`config.mk`:
```
export PLATFORM = sky130hd
export DESIGN_NAME = json_string_unescape_to_utf8_unit
export DESIGN_NICKNAME = d
export VERILOG_FILES = /design/src/rtl/jsu_pkg.sv /design/src/rtl/jsu_front.sv /design/src/rtl/jsu_queue.sv /design/src/rtl/jsu_back.sv /design/src/rtl/json_string_unescape_to_utf8_unit.sv
export SDC_FILE = /design/constraint.sdc
export NUM_CORES = 1
export LEC_CHECK = 0
export ABC_CLOCK_PERIOD_IN_PS = 8000
export BUFFER_PORTS_ARGS = -buffer_cell sky130_fd_sc_hd__buf_2
export CAP_MARGIN = 20
export CORE_UTILIZATION = 50
export CTS_CLUSTER_SIZE = 14
export DETAILED_ROUTE_END_ITERATION = 10
export PLACE_DENSITY = 0.66
export SLEW_MARGIN = 20
export SYNTH_ARGS = -nofsm -noshare
export SYNTH_HDL_FRONTEND = slang
export SYNTH_HIERARCHICAL = 1
export SYNTH_SLANG_ARGS = --single-unit
```
`constraint.sdc`:
```
create_clock -name clk -period 8 [get_ports clk]
set_input_delay 2 -clock clk [delete_from_list [all_inputs] [get_ports clk]]
set_output_delay 2 -clock clk [all_outputs]
set_load 0.05 [all_outputs]
```
`src/rtl/jsu_pkg.sv`:
```
// Shared types and constants for the JSON string unescape unit.
package jsu_pkg;

	localparam int QDEPTH = 4;
	localparam int QPTR_W = $clog2(QDEPTH);
	localparam int QCNT_W = $clog2(QDEPTH + 1);

	localparam logic [15:0] SUR_HI_BASE = 16'hD800;
	localparam logic [15:0] SUR_LO_BASE = 16'hDC00;
	localparam logic [15:0] SUR_END     = 16'hE000;
	localparam logic [20:0] SUPP_BASE   = 21'h10000;

	typedef enum logic [2:0] {
		PH_NORMAL,
		PH_ESCAPE,
		PH_HEX,
		PH_CONT,
		PH_DONE
	} phase_t;

	typedef enum logic [1:0] {
		ST_RUN  = 2'd0,
		ST_OK   = 2'd1,
		ST_FAIL = 2'd2
	} status_t;

	typedef enum logic [2:0] {
		ERR_NONE      = 3'd0,
		ERR_EARLY_END = 3'd1,
		ERR_ESCAPE    = 3'd2,
		ERR_HEX       = 3'd3,
		ERR_SURROGATE = 3'd4,
		ERR_UTF8      = 3'd5
	} err_t;

	typedef struct packed {
		logic [7:0] in_byte;
		logic       at_end;
		logic       start_req;
	} in_item_t;

	typedef struct packed {
		logic [7:0] out_byte;
		logic       byte_valid;
		logic [1:0] status;
		logic [2:0] error_kind;
		logic       last;
	} result_t;

	// All results caused by one input item; bytes[0] goes out first.
	typedef struct packed {
		logic [3:0][7:0] bytes;
		logic [1:0]      last_idx;
		logic [1:0]      status;
		logic [2:0]      error_kind;
	} burst_t;

endpackage

```
`src/rtl/jsu_front.sv`:
```
// Front end: byte classification, escape and UTF-8 decoding, at most one burst per item.
module jsu_front import jsu_pkg::*; (
	input  logic     clk,
	input  logic     arst_n,
	input  in_item_t item,
	input  logic     take,
	output burst_t   burst,
	output logic     burst_vld
);

	localparam logic [7:0] CH_QUOTE = 8'h22;
	localparam logic [7:0] CH_BSL   = 8'h5C;
	localparam logic [7:0] CH_SLASH = 8'h2F;
	localparam logic [7:0] CH_B     = 8'h62;
	localparam logic [7:0] CH_F     = 8'h66;
	localparam logic [7:0] CH_N     = 8'h6E;
	localparam logic [7:0] CH_R     = 8'h72;
	localparam logic [7:0] CH_T     = 8'h74;
	localparam logic [7:0] CH_U     = 8'h75;

	phase_t      phase_q, phase_d, e_phase;
	logic [1:0]  hex_count_q, hex_count_d, e_hex_count;
	logic [15:0] hex_accum_q, hex_accum_d, e_hex_accum;
	logic        sur_pend_q, sur_pend_d, e_sur_pend;
	logic [9:0]  hsur_q, hsur_d, e_hsur;
	logic [1:0]  cont_left_q, cont_left_d, e_cont_left;

	logic [7:0]  b;
	logic [3:0]  hex_d;
	logic        hex_ok;
	logic [15:0] acc_new;
	logic [20:0] cp;
	logic        fail_now;
	err_t        fail_kind;
	logic        close_ok;

	function automatic burst_t encode_cp(input logic [20:0] v);
		burst_t r;
		r = '0;
		r.status     = ST_RUN;
		r.error_kind = ERR_NONE;
		if (v < 21'h80) begin
			r.bytes[0] = {1'b0, v[6:0]};
			r.last_idx = 2'd0;
		end else if (v < 21'h800) begin
			r.bytes[0] = {3'b110, v[10:6]};
			r.bytes[1] = {2'b10, v[5:0]};
			r.last_idx = 2'd1;
		end else if (v < SUPP_BASE) begin
			r.bytes[0] = {4'b1110, v[15:12]};
			r.bytes[1] = {2'b10, v[11:6]};
			r.bytes[2] = {2'b10, v[5:0]};
			r.last_idx = 2'd2;
		end else begin
			r.bytes[0] = {5'b11110, v[20:18]};
			r.bytes[1] = {2'b10, v[17:12]};
			r.bytes[2] = {2'b10, v[11:6]};
			r.bytes[3] = {2'b10, v[5:0]};
			r.last_idx = 2'd3;
		end
		return r;
	endfunction

	always_ff @(posedge clk or negedge arst_n) begin
		if (!arst_n) begin
			phase_q     <= PH_NORMAL;
			hex_count_q <= '0;
			hex_accum_q <= '0;
			sur_pend_q  <= 1'b0;
			hsur_q      <= '0;
			cont_left_q <= '0;
		end else if (take) begin
			phase_q     <= phase_d;
			hex_count_q <= hex_count_d;
			hex_accum_q <= hex_accum_d;
			sur_pend_q  <= sur_pend_d;
			hsur_q      <= hsur_d;
			cont_left_q <= cont_left_d;
		end
	end

	always_comb begin
		b = item.in_byte;
		hex_ok = 1'b1;
		hex_d  = '0;
		case (b) inside
			[8'h30:8'h39]: hex_d = 4'(b - 8'h30);
			[8'h61:8'h66]: hex_d = 4'(b - 8'h57);
			[8'h41:8'h46]: hex_d = 4'(b - 8'h37);
			default:       hex_ok = 1'b0;
		endcase
	end

	always_comb begin
		// start_req clears the state before the byte is looked at
		if (item.start_req) begin
			e_phase = PH_NORMAL; e_hex_count = '0; e_hex_accum = '0;
			e_sur_pend = 1'b0;   e_hsur = '0;      e_cont_left = '0;
		end else begin
			e_phase = phase_q;       e_hex_count = hex_count_q; e_hex_accum = hex_accum_q;
			e_sur_pend = sur_pend_q; e_hsur = hsur_q;           e_cont_left = cont_left_q;
		end

		phase_d = e_phase; hex_count_d = e_hex_count; hex_accum_d = e_hex_accum;
		sur_pend_d = e_sur_pend; hsur_d = e_hsur; cont_left_d = e_cont_left;

		acc_new   = {e_hex_accum[11:0], hex_d};
		cp        = {5'd0, acc_new};
		fail_now  = 1'b0;
		fail_kind = ERR_NONE;
		close_ok  = 1'b0;
		burst_vld = 1'b0;
		burst     = '0;
		burst.status     = ST_RUN;
		burst.error_kind = ERR_NONE;
		burst.bytes[0]   = b;

		if (e_phase == PH_DONE) begin
			burst_vld = 1'b0;
		end else if (item.at_end) begin
			fail_now = 1'b1; fail_kind = ERR_EARLY_END;
		end else begin
			case (e_phase)
				PH_NORMAL: begin
					if (e_sur_pend && b != CH_BSL) begin
						fail_now = 1'b1; fail_kind = ERR_SURROGATE;
					end else if (b == CH_QUOTE) begin
						close_ok = 1'b1;
					end else if (b == CH_BSL) begin
						phase_d = PH_ESCAPE;
					end else if (b inside {[8'h80:8'hBF]}) begin
						fail_now = 1'b1; fail_kind = ERR_UTF8;
					end else begin
						if (b >= 8'hC0) begin
							cont_left_d = (b >= 8'hF0) ? 2'd3 : (b >= 8'hE0) ? 2'd2 : 2'd1;
							phase_d = PH_CONT;
						end
						burst_vld = 1'b1;
					end
				end
				PH_ESCAPE: begin
					if (e_sur_pend && b != CH_U) begin
						fail_now = 1'b1; fail_kind = ERR_SURROGATE;
					end else begin
						phase_d   = PH_NORMAL;
						burst_vld = 1'b1;
						case (b)
							CH_QUOTE, CH_BSL, CH_SLASH: burst.bytes[0] = b;
							CH_B: burst.bytes[0] = 8'h08;
							CH_F: burst.bytes[0] = 8'h0C;
							CH_N: burst.bytes[0] = 8'h0A;
							CH_R: burst.bytes[0] = 8'h0D;
							CH_T: burst.bytes[0] = 8'h09;
							CH_U: begin
								burst_vld   = 1'b0;
								phase_d     = PH_HEX;
								hex_count_d = '0;
								hex_accum_d = '0;
							end
							default: begin
								burst_vld = 1'b0;
								fail_now  = 1'b1;
								fail_kind = ERR_ESCAPE;
							end
						endcase
					end
				end
				PH_HEX: begin
					if (!hex_ok) begin
						fail_now = 1'b1; fail_kind = ERR_HEX;
					end else if (e_hex_count != 2'd3) begin
						hex_accum_d = acc_new;
						hex_count_d = e_hex_count + 2'd1;
					end else begin
						phase_d = PH_NORMAL; hex_count_d = '0; hex_accum_d = '0;
						if (e_sur_pend) begin
							if (acc_new >= SUR_END || acc_new < SUR_LO_BASE) begin
								fail_now = 1'b1; fail_kind = ERR_SURROGATE;
							end else begin
								// combine both halves into a supplementary code point
								cp = {1'b0, e_hsur, acc_new[9:0]} + SUPP_BASE;
								sur_pend_d = 1'b0;
								hsur_d     = '0;
								burst_vld  = 1'b1;
								burst      = encode_cp(cp);
							end
						end else if (acc_new < SUR_HI_BASE || acc_new >= SUR_END) begin
							burst_vld = 1'b1;
							burst     = encode_cp(cp);
						end else if (acc_new < SUR_LO_BASE) begin
							sur_pend_d = 1'b1;
							hsur_d     = acc_new[9:0];
						end else begin
							fail_now = 1'b1; fail_kind = ERR_SURROGATE;
						end
					end
				end
				PH_CONT: begin
					if (!(b inside {[8'h80:8'hBF]})) begin
						fail_now = 1'b1; fail_kind = ERR_UTF8;
					end else begin
						cont_left_d = e_cont_left - 2'd1;
						if (cont_left_d == 2'd0) phase_d = PH_NORMAL;
						burst_vld = 1'b1;
					end
				end
				default: burst_vld = 1'b0;
			endcase
		end

		if (fail_now || close_ok) begin
			phase_d = PH_DONE; hex_count_d = '0; hex_accum_d = '0;
			sur_pend_d = 1'b0; hsur_d = '0;      cont_left_d = '0;
			burst_vld  = 1'b1;
			burst      = '0;
			burst.status     = fail_now ? ST_FAIL : ST_OK;
			burst.error_kind = fail_kind;
		end
	end

endmodule

```
`src/rtl/jsu_queue.sv`:
```
// Burst queue between the decoder and the result serializer.
module jsu_queue import jsu_pkg::*; (
	input  logic   clk,
	input  logic   arst_n,
	input  logic   wr,
	input  burst_t wr_data,
	input  logic   rd,
	output burst_t rd_data,
	output logic   full,
	output logic   empty
);

	burst_t              mem_q [QDEPTH];
	logic [QPTR_W-1:0]   wr_ptr_q, rd_ptr_q;
	logic [QCNT_W-1:0]   count_q;

	assign full    = (count_q == QCNT_W'(QDEPTH));
	assign empty   = (count_q == '0);
	assign rd_data = mem_q[rd_ptr_q];

	always_ff @(posedge clk) begin
		if (wr) mem_q[wr_ptr_q] <= wr_data;
	end

	always_ff @(posedge clk or negedge arst_n) begin
		if (!arst_n) begin
			wr_ptr_q <= '0;
			rd_ptr_q <= '0;
			count_q  <= '0;
		end else begin
			if (wr) wr_ptr_q <= wr_ptr_q + 1'b1;
			if (rd) rd_ptr_q <= rd_ptr_q + 1'b1;
			case ({wr, rd})
				2'b10:   count_q <= count_q + 1'b1;
				2'b01:   count_q <= count_q - 1'b1;
				default: count_q <= count_q;
			endcase
		end
	end

endmodule

```
`src/rtl/jsu_back.sv`:
```
// Back end: hands out the results of each burst one transaction at a time.
module jsu_back import jsu_pkg::*; (
	input  logic    clk,
	input  logic    arst_n,
	input  burst_t  q_head,
	input  logic    q_empty,
	output logic    q_rd,
	output result_t result,
	output logic    empty,
	input  logic    pop
);

	burst_t     cur_q;
	logic [1:0] idx_q;
	logic       cur_vld_q;
	logic       is_last;
	logic       advance;

	assign is_last = (idx_q == cur_q.last_idx);
	// load the next burst when nothing is held or the held one just finished
	assign advance = !cur_vld_q || (pop && is_last);
	assign q_rd    = advance && !q_empty;
	assign empty   = !cur_vld_q;

	always_comb begin
		result.out_byte   = cur_q.bytes[idx_q];
		result.byte_valid = (cur_q.status == ST_RUN);
		result.status     = cur_q.status;
		result.error_kind = cur_q.error_kind;
		result.last       = is_last;
	end

	always_ff @(posedge clk) begin
		if (q_rd) cur_q <= q_head;
	end

	always_ff @(posedge clk or negedge arst_n) begin
		if (!arst_n) begin
			cur_vld_q <= 1'b0;
			idx_q     <= '0;
		end else if (advance) begin
			cur_vld_q <= !q_empty;
			idx_q     <= '0;
		end else if (pop) begin
			idx_q <= idx_q + 2'd1;
		end
	end

endmodule

```
`src/rtl/json_string_unescape_to_utf8_unit.sv`:
```
// Path: the first result of an item passes through the burst queue and then the output
// register before it shows on the result ports.
// Throughput: one input byte per cycle while the burst queue is not full; results leave at one
// per cycle while pop is high, and a 4-burst queue absorbs a \u escape that yields four bytes.
// full follows only the burst queue fill; empty follows only the output register.
// Reset (arst_n low): decoder back to the normal byte phase, queue and output emptied.
module json_string_unescape_to_utf8_unit import jsu_pkg::*; (
	input  logic     clk,
	input  logic     arst_n,
	input  logic     push,
	output logic     full,
	input  in_item_t item,
	output logic     empty,
	input  logic     pop,
	output result_t  result
);

	burst_t f_burst, q_head;
	logic   f_vld, take, q_wr, q_rd, q_full, q_empty;

	assign full = q_full;
	assign take = push && !q_full;
	assign q_wr = take && f_vld;

	jsu_front u_front (
		.clk       (clk),
		.arst_n    (arst_n),
		.item      (item),
		.take      (take),
		.burst     (f_burst),
		.burst_vld (f_vld)
	);

	jsu_queue u_queue (
		.clk     (clk),
		.arst_n  (arst_n),
		.wr      (q_wr),
		.wr_data (f_burst),
		.rd      (q_rd),
		.rd_data (q_head),
		.full    (q_full),
		.empty   (q_empty)
	);

	jsu_back u_back (
		.clk     (clk),
		.arst_n  (arst_n),
		.q_head  (q_head),
		.q_empty (q_empty),
		.q_rd    (q_rd),
		.result  (result),
		.empty   (empty),
		.pop     (pop)
	);

	a_no_overflow: assert property (@(posedge clk) disable iff (!arst_n)
		q_wr |-> !q_full)
		else $error("burst queue written while full");

	a_close_is_last: assert property (@(posedge clk) disable iff (!arst_n)
		(!empty && result.status != ST_RUN) |-> (result.last && !result.byte_valid))
		else $error("closing result not alone in its burst");

	a_refill: assert property (@(posedge clk) disable iff (!arst_n)
		(pop && !empty && result.last && !q_empty) |=> !empty)
		else $error("output dropped a waiting burst");

	a_mid_burst: assert property (@(posedge clk) disable iff (!arst_n)
		(pop && !empty && !result.last) |=> (!empty && result.status == ST_RUN))
		else $error("burst cut short");

endmodule

```
==> flow_metrics.tcl, run 1 <==
set metrics [dict create \
    outcome "finished, final reports clean" \
    grt-ovfl-total 0 \
    r2r_start "u_front/sur_pend_q" \
    min_path_type "reg -> reg" \
    hold_viol 0 \
    rsz0062_at_grt "no" \
    drtIter0Drc 866 \
    synthTopCellsByCount "195 x edfxtp_1, 67 x nor2_1, 50 x nand2_1" \
    start_kind "input port" \
    ioPinCount 31 \
    hold_ws_ns 0.480 \
    core-area_sq_um 22600 \
    cap_violations 0 \
    yosys_warnings 6 \
    crit_path_end_kind "flop" \
    root_buffer "clkbuf_16" \
    numCtsBuffers 25 \
    drcViolationCount 0 \
    portBuffers 30 \
    routed-via-count 7387 \
    ir_worst_vdd_mv 0.171 \
    cts_resized 0 \
    final_core_util_pct 55.4 \
    ys.flop_type "edfxtp_1" \
    clk_latency_ns 0.53 \
    drive_gt1_share_pct 17.4 \
    arrival_ns 5.58 \
    grt_first_pass_wirelength_mm 41.9 \
    max_freq_ghz 0.184 \
    r2r_slack_ns 3.78 \
    synth_area_leaders "edfxtp_1 51%, dfrtp_1 8.7%, mux4_2 7.5%" \
    rows 55 \
    syn_to_final_growth_pct 8.96 \
    cts_sinks 235 \
    leakagePower_nw 4.33 \
    tightest_slew_ns 1.07 \
    grt_max_degree 43 \
    ys_seq_elements 235 \
    reg2reg_depth 15 \
    htreeDepth 1 \
    die-area_sq_um 23500 \
    nNetsFinal 870 \
    place_area_sq_um 11700 \
    max_slew_margin_pct 28.5 \
    n_antenna_cell 0 \
    regToRegEndpoint "u_queue/count_q[2]" \
    final.setup_skew_ns 0.0102 \
    wire_per_inst_um 23.3 \
    setup_violations 0 \
    min_from "u_front/cont_left_q[1]" \
    fin_crit_sh_pct 67.9 \
    fp.dieH_um 153 \
    min_to "u_front/cont_left_q[1]" \
    track_usage_pct 23.2 \
    post_cts_buffers 0 \
    holdBufCountCts 0 \
    detail-route-antenna-nets 0 \
    first_pass_iters 6 \
    cts_max_path_buffers 3 \
    drv_slew 0 \
    path_class "in -> reg" \
    yosysMostFrequentCell "edfxtp_1" \
    ys_async_sr_fraction_pct 17.0 \
    grt_pass1_vias 7162 \
    syn_inst 837 \
    vias_per_cell 6.44 \
    yosysTopAreaCellShare_pct 51.1 \
    setup_tns_ns 0 \
    period_minus_slack_ns 5.43 \
    crit_fanout 39 \
    hold_depth 2 \
    finalInstanceArea_sq_um 12500 \
    wirelength_mm 26.7 \
    cts_tree "built" \
    worstPathRequired_ns 8.14 \
    syn_area_sq_um 11500 \
    seq_area_frac_synth_pct 59.8 \
    synth_cell_types 90 \
    powerDensity_nw_per_um2 307 \
    cts.clk_slew.worst_paths_ns 0.05 \
    dp_hpwl_mm 18.0 \
    avgSynthCellArea_sq_um 13.7 \
    initial_utilization_pct 50.8 \
    gp_congestion 0.965 \
    synth_top_cell_by_area "edfxtp_1" \
    antenna_found_initial 0 \
    synth_edf_count 195 \
    die_x_um 153 \
]
## cells by family after synthesis
logic type,synth area share (%)
DFF,59.8
AOI/OAI and AO/OA,12.8
and+or+nand+nor,10.8
adders and majority gates,1.48
muxes,9.70
xor gates and xnor gates,0.993
buffers and inverters,4.48
other,0.0327
## layout by cell type (no fill, tap or decap), types with 23 or more instances in the layout
cell / count
edfxtp_1: 195
nor2_1: 67
nand2_1: 50
a21oi_1: 47
dfrtp_1: 38
mux4_2: 38
o21ai_0: 33
inv_1: 32
buf_2: 29
clkbuf_16: 25
nor3_1: 23
## sequential cells by signal (all words and copies together), names as in the netlist
name,flops
u_back/cur_q,34
u_back/cur_vld_q,1
u_back/idx_q,2
u_back/result,5
u_front/cont_left_q,2
u_front/hex_accum_q,12
u_front/hex_count_q,2
u_front/hsur_q,10
u_front/phase_q,3
u_front/sur_pend_q,1
u_queue/count_q,3
u_queue/mem_q,156
u_queue/rd_ptr_q,2
u_queue/wr_ptr_q,2
## worst max path at each step
stage	start	end	slack, ns	cells past startpoint
after CTS	item[0]	u_queue/mem_q[1][33]	2.59	9
after floorplan	item[0]	u_queue/count_q[2]	1.63	22
after detailed placement	item[0]	u_queue/mem_q[3][33]	2.06	9
after global placement	item[2]	u_queue/mem_q[3][21]	2.21	12
after global routing	item[0]	u_queue/mem_q[1][10]	2.26	10
final	item[0]	u_queue/mem_q[1][15]	2.57	10
## through the flow
| stage | setup WS [ns] | total power, mW | instances |
|---|---|---|---|
| final | 2.57 | 3.84 | 1147 |
| after CTS | 2.59 | 3.88 | 1147 |
| after global placement | 2.21 | 2.76 | 1101 |
| after floorplan | 1.63 | 2.59 | 839 |
| after global routing | 2.26 | 4.01 | 1147 |
| after detailed placement | 2.06 | 2.77 | 1101 |
## critical path, cell delays in order
cell	delay, ns
buf_2	0.23
buf_4	0.30
nor4b_1	0.60
and2_1	0.34
nand3_1	0.17
a31oi_4	0.36
or2_1	0.17
a21o_1	0.14
and3b_1	0.30
and2_2	0.88
## cell type report
type	instances	area, sq um
flip-flops and latches	235	6860
fillers	1821	10100
repair buffers	40	228
clock inverters	10	81.3
multi-input cells	509	4130
inverters	32	120
clock buffers	36	727
well taps	285	357
## report_power, final
group          switching (mW)  leakage [nW]  internal (mW)  total [mW]
Sequential              0.133          2.35           1.61        1.75
Combinational           0.607          1.60          0.380       0.987
Clock                   0.465         0.393          0.639        1.10
## layer usage
layer / track usage (%) / up-vias / wire (um) / part of all wire, %
met4: 8.81 / 0 / 1070 / 4.0
met2: 38.1 / 375 / 12700 / 47
met3: 3.01 / 82 / 1840 / 6.9
met1: 31.9 / 3645 / 11100 / 42
li1: - / 3285 / - / -
met5: 0 / - / 0 / 0
No activity file was read; power rests on OpenSTA's default activity.
==> run 2: changes to the inputs <==
ABC_CLOCK_PERIOD_IN_PS = 4930   (was 8000)
PLACE_DENSITY = 0.69   (was 0.66)
clock period = 4.93 ns   (was 8 ns; I/O delays follow)
==> run 2 against run 1 <==
  * Sequential power increased by 65%
  * Global-route usage increased by 0.089 points
  * Hold slack improved by 0.0065 ns
  * Clock power increased by 52%
  * First-iteration DRC count decreased by 23%
  * Sequential share of layout area decreased by 0.81 points
  * Die area unchanged
  * Critical path depth increased by 8
  * Largest power group unchanged
  * Routed wire length increased by 1.2%
  * Clock-buffer cell count decreased by 9
==> flow_metrics.tcl, run 2 (synthesis results as in run 1) <==
set metrics [dict create \
    final_core_util_pct 56.2 \
    grt_max_degree 42 \
    vias_per_cell 6.26 \
    largest_register "u_queue/mem_q" \
    path_buf_inv 4 \
    setup_ws_ns 0.660 \
    grt_first_pass_wirelength_mm 42.0 \
    rows 55 \
    htreeDepth 1 \
    max_slew_margin_pct 27.1 \
    place_area_sq_um 12000 \
    ir_worst_vdd_mv 0.295 \
    critPathMaxStageDelay_ns 0.46 \
    drv_slew 0 \
    post-place-ws_ns 0.191 \
    final_cell_mix "195 x edfxtp_1, 67 x nor2_1, 50 x nand2_1" \
    hold_ws_ns 0.486 \
    drtIter0Drc 664 \
    largest_reg_flops 156 \
    core-area_sq_um 22600 \
    initial_utilization_pct 50.8 \
    dp_hpwl_mm 18.2 \
    reg2reg_depth 15 \
    crit_fanout 9 \
    numCtsBuffers 24 \
    critPathSlowestCell "a2111oi_4" \
    cts_resized 0 \
    cp_cell_sequence "buf_2 > inv_1 > ha_1 > nand2_2 > nor4_4 > o21ai_2 > a2111oi_4 > a31oi_4 > or2_1 > a21o_1 > and3b_1 > inv_1 > ha_1 > inv_1 > fa_1 > xor2_1 > nor2_1 > xor2_1" \
    path_class "in -> reg" \
    tightest_slew_ns 1.09 \
    start_kind "input port" \
    critical_path_cell_count 18 \
    powerDensity_nw_per_um2 486 \
    placed_cells 1132 \
    fin_crit_sh_pct 86.6 \
    clkPwrFrac_pct 27.1 \
    n_antenna_cell 0 \
    antenna_found_initial 0 \
    hold_viol 0 \
    r2r_slack_ns 1.27 \
    die-area_sq_um 23500 \
    setup_violations 0 \
    cap_violations 0 \
    leakagePower_nw 4.46 \
    portBuffers 30 \
    seq_area_sq_um 6860 \
    critPathTopFamily "simple AND/OR/NAND/NOR gates" \
    track_usage_pct 23.3 \
    post_cts_buffers 0 \
    cts.clk_slew.worst_paths_ns 0.06 \
    cts_sinks 235 \
    crit_path_frequent_cell "inv_1" \
    fin_cells 1175 \
    grt_pass1_vias 7309 \
    fp.dieH_um 153 \
    cts_tree "built" \
    root_buffer "clkbuf_16" \
    rsz0062_at_grt "no" \
    outcome "finished, final reports clean" \
    min_path_type "reg -> reg" \
    max_freq_ghz 0.234 \
    holdBufCountCts 0 \
    crit_path_end_kind "flop" \
    clk_latency_ns 0.53 \
    final_common_cell "edfxtp_1" \
    first_pass_iters 5 \
    fillers 1826 \
    period_minus_slack_ns 4.27 \
    die_x_um 153 \
    routed-via-count 7358 \
    p_seq_share_pct 46.9 \
    multiInputGateArea_sq_um 4130 \
    wire_per_inst_um 23.0 \
    reg_top3 "u_queue/mem_q: 156 flops, u_back/cur_q: 34 flops, u_front/hex_accum_q: 12 flops" \
    cts_max_path_buffers 3 \
    final.setup_skew_ns 0.0295 \
    hold_depth 2 \
    finalPower_mw 6.16 \
    switching_share_pct 31.7 \
    worstPathRequired_ns 5.36 \
    drive_gt1_share_pct 19.9 \
    intPower_mw 4.21 \
    ioPinCount 31 \
    finalInstanceArea_sq_um 12700 \
    gp_congestion 0.989 \
    p_comb_share_pct 26.0 \
    nNetsFinal 900 \
    setup_tns_ns 0 \
    wirelength_mm 27.0 \
    grt-ovfl-total 0 \
    drcViolationCount 0 \
    detail-route-antenna-nets 0 \
    power.switching_mw 1.95 \
    syn_to_final_growth_pct 10.6 \
    arrival_ns 4.70 \
]
[run 2: changes by cell type in the layout (fill, tap and decap cells not counted), moves of 2 or more]
cell / delta
buf_4: +27
clkbuf_8: -6
clkinv_2: +5
buf_12: +3
clkinv_1: +3
clkbuf_1: -2
[run 2: final timing paths]
kind,endpoint,startpoint
min reg2reg,u_front/cont_left_q[0],u_front/cont_left_q[0]
min,u_front/cont_left_q[0],u_front/cont_left_q[0]
max,u_queue/count_q[2],item[2]
max reg2reg,u_queue/count_q[2],u_front/phase_q[0]
max in group asynchronous,u_queue/rd_ptr_q[0],arst_n
min in group asynchronous,u_front/hex_accum_q[11],arst_n
[run 2: worst reg2reg max path: cells and delay by family (launching register included)]
| family | cells | cell delay [ns] |
|---|---|---|
| buffers and inverters | 2 | 0.14 |
| AO/OA/AOI/OAI | 4 | 0.95 |
| flip-flops | 1 | 0.55 |
| AND/OR/NAND/NOR | 5 | 1.03 |
| XOR/XNOR | 2 | 0.30 |
| adder cells (fa/ha/maj) | 2 | 0.61 |
[run 2: final cells by class]
class / instances / share of cell area (%)
clock buffer: 27 / 4.82
clock inverter: 16 / 0.917
inverter: 32 / 0.947
multi-input combinational: 509 / 32.5
sequential: 235 / 54.1
tap: 285 / 2.81
timing repair buffer: 71 / 3.91
[run 2: per-layer routing]
metal | global-route usage (%) | share of wire, %
met4 | 8.52 | 3.1
met1 | 32.4 | 43
met2 | 37.3 | 47
met5 | 0 | 0
met3 | 3.66 | 7.0
[run 2: power by group through the flow]
stage                     sequential, mW  clock, mW  combinational (mW)
after floorplan                     2.72          0                1.48
after global placement              2.93          0                1.59
after detailed placement            2.94          0                1.61
after CTS                           2.91       1.70                1.62
after global routing                2.94       1.77                1.72
final                               2.89       1.67                1.60
